===== src/rtl/core/olae_pkg.sv =====
`default_nettype none

package olae_pkg;

  localparam int CAPACITY     = 32;
  localparam int PAYLOAD_BITS = 32;
  localparam int KEY_W        = 64;
  localparam int ITEM_PAY_W   = 32;
  localparam int POS_W        = $clog2(CAPACITY);
  localparam int CNT_W        = $clog2(CAPACITY + 1);

  typedef enum logic [2:0] {
    CMD_CLEAR  = 3'd0,
    CMD_INSERT = 3'd1,
    CMD_DELETE = 3'd2,
    CMD_UPDATE = 3'd3,
    CMD_READ   = 3'd4,
    CMD_FIND   = 3'd5
  } cmd_e;

  typedef enum logic [1:0] {
    ST_OK     = 2'd0,
    ST_FULL   = 2'd1,
    ST_BADPOS = 2'd2,
    ST_NOKEY  = 2'd3
  } status_e;

  typedef enum logic [1:0] {
    CELL_HOLD,
    CELL_LOAD,
    CELL_TAKE_LOWER,
    CELL_TAKE_UPPER
  } cell_op_e;

  typedef struct packed {
    logic [2:0]            cmd;
    logic                  at_end;
    logic [POS_W-1:0]      position;
    logic [KEY_W-1:0]      item_key;
    logic [ITEM_PAY_W-1:0] item_payload;
  } item_t;

  typedef struct packed {
    logic [1:0]            status;
    logic [POS_W-1:0]      found_position;
    logic [KEY_W-1:0]      entry_key;
    logic [ITEM_PAY_W-1:0] entry_payload;
    logic [CNT_W-1:0]      length;
  } result_t;

  typedef struct packed {
    logic [KEY_W-1:0]        key;
    logic [PAYLOAD_BITS-1:0] payload;
  } entry_t;

  typedef struct packed {
    cell_op_e op;
    logic     cmp_en;
  } cell_ctl_t;

endpackage

`default_nettype wire


===== src/rtl/core/olae_cell.sv =====
`default_nettype none

module olae_cell
  import olae_pkg::*;
(
  input  logic             clk,
  input  cell_ctl_t        ctl,
  input  entry_t           lower,
  input  entry_t           upper,
  input  entry_t           load_val,
  input  logic [KEY_W-1:0] cmp_key,
  output entry_t           entry,
  output logic             match
);

  always_ff @(posedge clk) begin
    case (ctl.op)
      CELL_LOAD:       entry <= load_val;
      CELL_TAKE_LOWER: entry <= lower;
      CELL_TAKE_UPPER: entry <= upper;
      default:         entry <= entry;
    endcase
    if (ctl.cmp_en) begin
      match <= (entry.key == cmp_key);
    end
  end

endmodule

`default_nettype wire


===== config.mk =====
export PLATFORM = sky130hd
export DESIGN_NAME = olae_cell
export DESIGN_NICKNAME = d
export VERILOG_FILES = /design/src/rtl/core/olae_pkg.sv /design/src/rtl/core/olae_cell.sv
export SDC_FILE = /design/constraint.sdc
export NUM_CORES = 1
export LEC_CHECK = 0
export BUFFER_PORTS_ARGS = -buffer_cell sky130_fd_sc_hd__buf_2
export CAP_MARGIN = 15
export CORE_AREA = 2 2 176 178
export CTS_CLUSTER_SIZE = 12
export DETAILED_ROUTE_END_ITERATION = 8
export DIE_AREA = 0 0 178 180
export SYNTH_ARGS = -nofsm -noshare
export SYNTH_HDL_FRONTEND = slang
export SYNTH_SLANG_ARGS = --single-unit
export TNS_END_PERCENT = 5

===== constraint.sdc =====
create_clock -name clk -period 3.9 [get_ports clk]
set_input_delay 0.585 -clock clk [delete_from_list [all_inputs] [get_ports clk]]
set_output_delay 0.585 -clock clk [all_outputs]
set_load 0.02 [all_outputs]

==> results of run 1 <==
-- sequential cells by signal, indices dropped and copies added, names as in the netlist --
name / count
match: 1
entry: 96
-- through the flow --
step / cells / setup WS [ns] / total power [mW]
final: 1343 / 1.77 / 3.07
after detailed placement: 1326 / 1.35 / 2.23
after floorplan: 503 / 1.18 / 1.79
after global routing: 1342 / 1.54 / 3.23
after global placement: 1326 / 1.35 / 2.23
after CTS: 1341 / 1.61 / 3.13
-- worst max-delay path, stage by stage (launching register included) --
cell      delay, ns
edfxtp_1       0.45
xor2_1         0.24
nor4_1         0.62
nand4_1        0.33
nor4_2         0.32
-- per-layer routing --
metal	track usage, %	share of wire (%)	up-vias
met5	0	0	-
met4	4.00	1.5	0
met3	3.98	8.6	13
met2	26.2	52	286
met1	15.1	38	2427
li1	-	-	2702
-- worst paths after layout --
path | to | slack, ns | depth (start not counted)
max | match | 1.77 | 4
min | match | 0.44 | 1
max reg2reg | match | 1.77 | 4
min reg2reg | match | 0.90 | 4
-- power by group --
| group | internal (mW) | switching, mW |
|---|---|---|
| registers | 1.30 | 0.0873 |
| logic | 0.340 | 0.467 |
| clock network | 0.492 | 0.384 |
| total | 2.13 | 0.939 |
-- logic make-up after synthesis --
logic type                Yosys count
xor gates and xnor gates           64
muxes                              96
DFF                                97
and+or+nand+nor                   118
buffers and inverters              32
AOI/OAI and AO/OA                  96
-- cell usage in the layout, fill, tap and decap left out, drive strengths merged, types with 2 or more instances in the layout --
cell,Yosys,final
mux2i,96,96
clkbuf,17,11
clkinv,0,3
a21oi,96,96
diode,0,2
edfxtp,97,97
nand4,4,4
buf,15,459
nor4,17,17
nor2,96,96
xor2,64,64
-- final cells by class --
class / count / area (um^2) / area share (%)
Antenna cell: 2 / 5.00 / 0.0585
Clock buffer: 11 / 233 / 2.72
Clock inverter: 4 / 45.0 / 0.527
Multi-Input combinational cell: 374 / 2510 / 29.3
Sequential cell: 97 / 2910 / 34.1
Tap cell: 396 / 495 / 5.79
Timing Repair Buffer: 459 / 2350 / 27.5
==> qor.txt, run 1 <==
Outcome: finished clean
Global router's overall resource usage: 14.0%
Final hold vios: 0
Post-synthesis xor/xnor area fraction: 10.1%
Gpl congestion: 0.856
CTS Buf Count: 9
Worst skew pair latency: 0.34 ns
Post-synth top cells: edfxtp_1 (97), a21oi_1 (96), mux2i_1 (96), nor2_1 (96), xor2_1 (64)
# DRC: 0
Pleak: 4.10 nW
Synth Area in Compound Gates: 8.62%
Layout Nets: 1,297
Synthesized cell area: 5580 um^2
Iter 0 DRT Violations: 246
Crit path capture type: register
Peak VDD IR: 162 uV
Data required, critical path: 4.08 ns
Clock tree buffer depth: 2
Max Clk Rate: 470 MHz
Worst hold start: ctl[0]
Row count: 64
Final setup viols: 0
Port bufs: 452
Initial antenna violation count: 2
EDFF count, synth: 97
Initial Utilization: 18.5%
Vias in the first global route: 5,463
Adder-Cell Fraction of Synth Area: 0%
Post-Syn Nets: 859
Worst-margin pin slew: 0.864 ns
Slew Limit Headroom: 42.4%
Yosys warnings: 0
Top_reg_cell synth: edfxtp_1
Critical Path AT: 2.31 ns
Post-place instance area: 8270 um^2
TritonCTS clock tree: done
H-tree depth: 3
Routed len/inst: 17.6 um
Filler instances: 3,268
Synth top area share: 52.2%
Final Core Density: 28.3%
Main combinational cell family by area after synthesis: multiplexers
Setup Buffers After CTS: 0
Post-synth top area cell: edfxtp_1
Startpoint types: register
Hpwl dp: 19.9 mm
Total gr overflow: 0
Setup crit start: entry[91]
Resized cells post-CTS: 0
Fin crit period: 2.13 ns
Slew Viols, Final: 0
Sequential fraction of the synthesis area: 52.2%
Layout cells sized above 1: 50.2%
#FFs+latches synth: 97
Total Wirelength: 23.7 mm
Largest net degree at the start of global routing: 90
Reg-to-reg startpoint: entry[91]
Final antenna-violating net count: 0
Final setup TNS: 0 ns
Clock transition at the registers of the reported paths: 0.07 ns
Fin Hold WS: 0.436 ns
CORE AREA: 30,200 um^2
Final Cell Area: 8550 um^2
Post-DR vias/cell: 4.04
First-pass GRT wire length: 32.4 mm
Simple-gate share of the synthesized area: 9.04%
Area delta synth->final: 53.4%
Die Width: 178 um
Pwr/cell area: 359 nW/um^2
Post-synthesis cell type count: 14
Cell with the most instances after synthesis: edfxtp_1
HP Class: in -> reg
Mux contribution to synthesized area: 17.2%
Max Cap Viol: 0
DIE HEIGHT: 180 um
Fin crit share: 54.5%
Ranking of synthesized cells by area: edfxtp_1 (52%), mux2i_1 (17%), xor2_1 (10%)
Clock sinks: 97
RSZ-0062 raised after global routing: false
Max Clock Skew: 0.00795 ns
Post-Synthesis Cells: 503
Avg Cell Area, Syn: 11.1 um^2
CTS Hold Bufs: 0
Die area: 32,000 um^2
I/O Pins: 453
Drt pass-1 iters: 4
Clk root buf: clkbuf_16
Ys async rst share: 0%
DR vias: 5,428
Critical Setup Path Class: reg -> reg
Crit-path max FO: 2
No activity file was read; power rests on OpenSTA's default activity.
==> inputs of run 2 (changes only) <==
--- a/config.mk
+++ b/config.mk
@@ -5,12 +5,13 @@
 export SDC_FILE = /design/constraint.sdc
 export NUM_CORES = 1
 export LEC_CHECK = 0
+export ABC_AREA = 1
 export BUFFER_PORTS_ARGS = -buffer_cell sky130_fd_sc_hd__buf_2
 export CAP_MARGIN = 15
-export CORE_AREA = 2 2 176 178
+export CORE_AREA = 2 2 174 176
 export CTS_CLUSTER_SIZE = 12
 export DETAILED_ROUTE_END_ITERATION = 8
-export DIE_AREA = 0 0 178 180
+export DIE_AREA = 0 0 176 178
 export SYNTH_ARGS = -nofsm -noshare
 export SYNTH_HDL_FRONTEND = slang
 export SYNTH_SLANG_ARGS = --single-unit
==> constraint.sdc (replaced) <==
create_clock -name clk -period 2.2 [get_ports clk]
set_input_delay 0.33 -clock clk [delete_from_list [all_inputs] [get_ports clk]]
set_output_delay 0.33 -clock clk [all_outputs]
set_load 0.02 [all_outputs]
==> qor.txt, run 2 <==
Outcome: finished clean
Pleak: 4.20 nW
Resized cells post-CTS: 0
Max FFs per register: 96
Total power: 5.54 mW
Startpoint types: register
Total Wirelength: 23.6 mm
Post-Place Cells: 1,503
Most common cell after layout, fill and taps aside: buf_2
Peak VDD IR: 296 uV
H-tree depth: 3
Max Clock Skew: 0.00719 ns
Max Cap Viol: 0
Post-synth top cells: nand2_1 (264), nand3_1 (192), edfxtp_1 (97)
ANT cells: 0
Clock tree buffer depth: 2
Simple-gate share of the synthesized area: 35.7%
Row count: 63
Total gr overflow: 0
Crit path capture type: register
Largest Register: entry
Post-synth top area cell: edfxtp_1
Slew Limit Headroom: 56.6%
Ranking of synthesized cells by area: edfxtp_1 (51%), nand2_1 (17%), nand3_1 (17%)
Synth top area share: 50.7%
Die area: 31,300 um^2
Initial Utilization: 19.5%
Final setup TNS: 0 ns
DR vias: 6,508
Max Clk Rate: 618 MHz
CORE AREA: 29,400 um^2
Data required, critical path: 2.40 ns
Post-DR vias/cell: 4.28
Yosys warnings: 0
Sequential fraction of the synthesis area: 50.7%
Iter 0 DRT Violations: 262
First-pass GRT wire length: 33.4 mm
Hpwl dp: 18.9 mm
Fin crit share: 73.6%
Global router's overall resource usage: 14.1%
Synth Area in Compound Gates: 0%
Area delta synth->final: 50.8%
Worst-margin pin slew: 0.651 ns
Final antenna-violating net count: 0
Final setup viols: 0
Slew Viols, Final: 0
#FFs+latches synth: 97
Ys async rst share: 0%
RSZ-0062 raised after global routing: false
Most frequent cells in the layout: buf_2 (450), nand2_1 (264), nand3_1 (192)
DIE HEIGHT: 178 um
EDFF count, synth: 97
Layout cells sized above 1: 42.3%
Vias in the first global route: 6,225
Synthesized cell area: 5740 um^2
Initial antenna violation count: 1
Clock transition at the registers of the reported paths: 0.07 ns
Routed len/inst: 15.5 um
HP Class: in -> reg
Final Core Density: 29.5%
Mux contribution to synthesized area: 0%
CTS Buf Count: 9
Setup Buffers After CTS: 0
Critical Setup Path Class: reg -> reg
Layout Nets: 1,480
Top_reg_cell synth: edfxtp_1
I/O Pins: 453
Crit-path max FO: 2
Fin Hold WS: 0.202 ns
Avg Cell Area, Syn: 8.29 um^2
# DRC: 0
Adder-Cell Fraction of Synth Area: 0%
Fin cells: 1,519
Cell with the most instances after synthesis: nand2_1
Port bufs: 452
Post-synthesis cell type count: 13
Worst skew pair latency: 0.34 ns
Largest net degree at the start of global routing: 97
Final hold vios: 0
TritonCTS clock tree: done
Fin crit period: 1.62 ns
Drt pass-1 iters: 6
Post-Syn Nets: 1,049
Post-synthesis xor/xnor area fraction: 8.24%
Pwr/cell area: 640 nW/um^2
Main combinational cell family by area after synthesis: simple AND/OR/NAND/NOR gates
CTS Hold Bufs: 0
Clock sinks: 97
Critical Path AT: 1.82 ns
Clk root buf: clkbuf_16
Post-Synthesis Cells: 693
Gpl congestion: 0.835
Die Width: 176 um
Top Registers: entry x96, match x1
-- run 2: changes by cell type after synthesis, sizes merged --
| cell | change |
|---|---|
| xnor2 | +54 |
| xor2 | -64 |
| nand4 | -4 |
| nor2 | -74 |
| nor4 | -17 |
| nand3 | +192 |
| buf | +10 |
| nand2 | +264 |
| inv | +21 |
| a21oi | -96 |
| mux2i | -96 |
-- run 2: per-stage QoR --
step / cell area (um^2) / worst slack [ns]
2_1_floorplan: 5750 / 0.393
3_3_place_gp: 8370 / 0.430
3_5_place_dp: 8370 / 0.445
4_1_cts: 8660 / 0.478
5_1_grt: 8660 / 0.410
6_report: 8660 / 0.582
-- run 2: worst paths after layout --
kind	startpoint	slack, ns	cells after the start	to
worst min register to register	entry[46]	0.89	7	match
worst max-delay path	entry[62]	0.58	7	match
worst max register to register	entry[62]	0.58	7	match
worst min-delay path	ctl[0]	0.20	1	match
-- run 2: logic make-up (layout without fill, tap and decap cells) --
kind of cell	after synthesis	count (layout)
xor+xnor	54	54
buf+inv	63	499
flops	97	97
simple gates	479	479
-- run 2: where the power goes --
part / total (mW) / switching, mW / internal, mW
registers: 2.44 / 0.135 / 2.30
logic: 1.50 / 0.881 / 0.622
clock network: 1.60 / 0.733 / 0.871
-- run 2: critical path, stage by stage, from the launching register on --
cell	delay (ns)
edfxtp_1	0.39
xnor2_1	0.21
nand2_1	0.12
nor2_1	0.27
nand2_1	0.10
nor2_1	0.22
nand2_1	0.08
nor2_1	0.09
-- run 2: layer usage --
| layer | routed length [um] | up-vias | GRT usage, % |
|---|---|---|---|
| li1 | - | 3174 | - |
| met4 | 414 | 2 | 3.82 |
| met2 | 12000 | 341 | 26.3 |
| met3 | 1920 | 18 | 3.82 |
| met1 | 9240 | 2973 | 15.8 |
| met5 | 13 | - | 0 |
-- run 2: cell type report --
class,instances,area (um^2)
clock buffers,9,225
inverters,21,81.3
fillers,3151,20700
repair buffers,462,2370
clock inverters,7,61.3
flip-flops and latches,97,2910
well taps,390,488
multi-input cells,533,2520
==> inputs of run 3 (changes only) <==
==> constraint.sdc (replaced) <==
create_clock -name clk -period 1.6 [get_ports clk]
set_input_delay 0.24 -clock clk [delete_from_list [all_inputs] [get_ports clk]]
set_output_delay 0.24 -clock clk [all_outputs]
set_load 0.02 [all_outputs]
==> qor.txt, run 3 (synthesis results as in run 2) <==
Outcome: finished clean
Row count: 63
DIE HEIGHT: 178 um
CTS Hold Bufs: 0
Area delta synth->final: 53.9%
Die Width: 176 um
Clk root buf: clkbuf_16
# DRC: 0
CTS Buf Count: 9
Pleak: 4.28 nW
Max FFs per register: 96
Iter 0 DRT Violations: 369
Fin crit share: 90.5%
Routed len/inst: 16.2 um
Clock sinks: 97
Drt pass-1 iters: 7
Setup Buffers After CTS: 0
Die area: 31,300 um^2
Slew Viols, Final: 0
RSZ-0062 raised after global routing: false
Port bufs: 452
Worst path max stage delay: 0.42 ns
Top Registers: entry x96, match x1
Post-DR vias/cell: 4.29
Post-place setup slack: -0.0797 ns
Filler instances: 3,200
DR vias: 6,528
Layout cells sized above 1: 43.4%
TritonCTS clock tree: done
Crit path capture type: register
Gpl congestion: 0.835
HP Class: in -> reg
Largest Register: entry
Final antenna-violating net count: 0
Max Cap Viol: 0
Layout Nets: 1,482
Clock transition at the registers of the reported paths: 0.07 ns
Final WS setup: 0.151 ns
Most frequent cells in the layout: buf_2 (450), nand2_1 (262), nand3_1 (192)
First-pass GRT wire length: 35.9 mm
Total gr overflow: 0
Clock tree buffer depth: 2
Critical Path AT: 1.66 ns
Initial Utilization: 19.5%
Final setup viols: 0
Global router's overall resource usage: 15.2%
Max Clk Rate: 690 MHz
Startpoint types: register
Crit-path max FO: 2
Initial antenna violation count: 4
Most common cell after layout, fill and taps aside: buf_2
Slew Limit Headroom: 69.2%
Data required, critical path: 1.81 ns
Total Wirelength: 24.7 mm
Slowest CP cell: edfxtp_1
Total power: 7.85 mW
Hpwl dp: 19.9 mm
Largest net degree at the start of global routing: 97
Cell chain of the critical path: xnor2_1 > nand2_1 > nor2_2 > nand2_2 > nor2_4 > nand2_2 > nor2_2
Final hold vios: 0
Critical Setup Path Class: reg -> reg
Worst-margin pin slew: 0.462 ns
H-tree depth: 3
Max Clock Skew: 0.00887 ns
Peak VDD IR: 371 uV
Worst skew pair latency: 0.35 ns
Pwr/cell area: 888 nW/um^2
Vias in the first global route: 6,418
Fin crit period: 1.45 ns
I/O Pins: 453
CORE AREA: 29,400 um^2
-- run 3: layout make-up --
type                       count  area, um^2  area share (%)
sequential                    97        2910            33.0
multi-input combinational    533        2570            29.0
timing repair buffer         464        2470            27.9
tap                          390         488            5.52
clock buffer                   9         225            2.55
clock inverter                 7        93.8            1.06
inverter                      21        81.3           0.920
antenna                        1        2.50          0.0283
-- run 3: metal layers --
layer / vias to the layer above / part of all wire [%] / GRT usage [%]
met5: - / 0.14 / 0
li1: 3183 / - / -
met3: 28 / 9.1 / 4.73
met2: 353 / 50 / 27.8
met4: 6 / 1.6 / 4.65
met1: 2958 / 39 / 16.9
-- run 3: through the flow --
stage	instance area [um^2]	std cells	util, %	hold slack, ns	setup TNS [ns]
after floorplan	5770	693	-	0.352	-0.348
after global placement	8480	1506	28.9	0.439	-0.0501
after detailed placement	8480	1506	28.9	0.446	-0.0797
after CTS	8810	1522	30.0	0.0680	0
after global routing	8840	1521	30.1	0.0739	0
final	8840	1522	30.1	0.0934	0
-- run 3: power breakdown --
group | switching, mW | internal (mW)
sequential | 0.175 | 3.16
clock | 1.01 | 1.37
combinational | 1.24 | 0.895
total | 2.42 | 5.43
-- run 3: path summary, 6_finish.rpt --
path                              end  slack (ns)  cells after the start      start
worst min-delay path            match        0.09                      1     ctl[0]
worst max register to register  match        0.15                      7  entry[47]
worst min register to register  match        0.88                      7  entry[95]
worst max-delay path            match        0.15                      7  entry[47]
-- run 3: what timing repair did --
| action | CTS | global route |
|---|---|---|
| cloned | 0 | 0 |
| resized for setup | 3 | 7 |
| pin swaps | 0 | 5 |
| endpoints found under the setup margin | 1 | 1 |
-- run 3: critical path: cells and delay by family (launching register included) --
family | cells | cell delay, ns
xor gates and xnor gates | 1 | 0.17
and+or+nand+nor | 6 | 0.72
DFF | 1 | 0.42
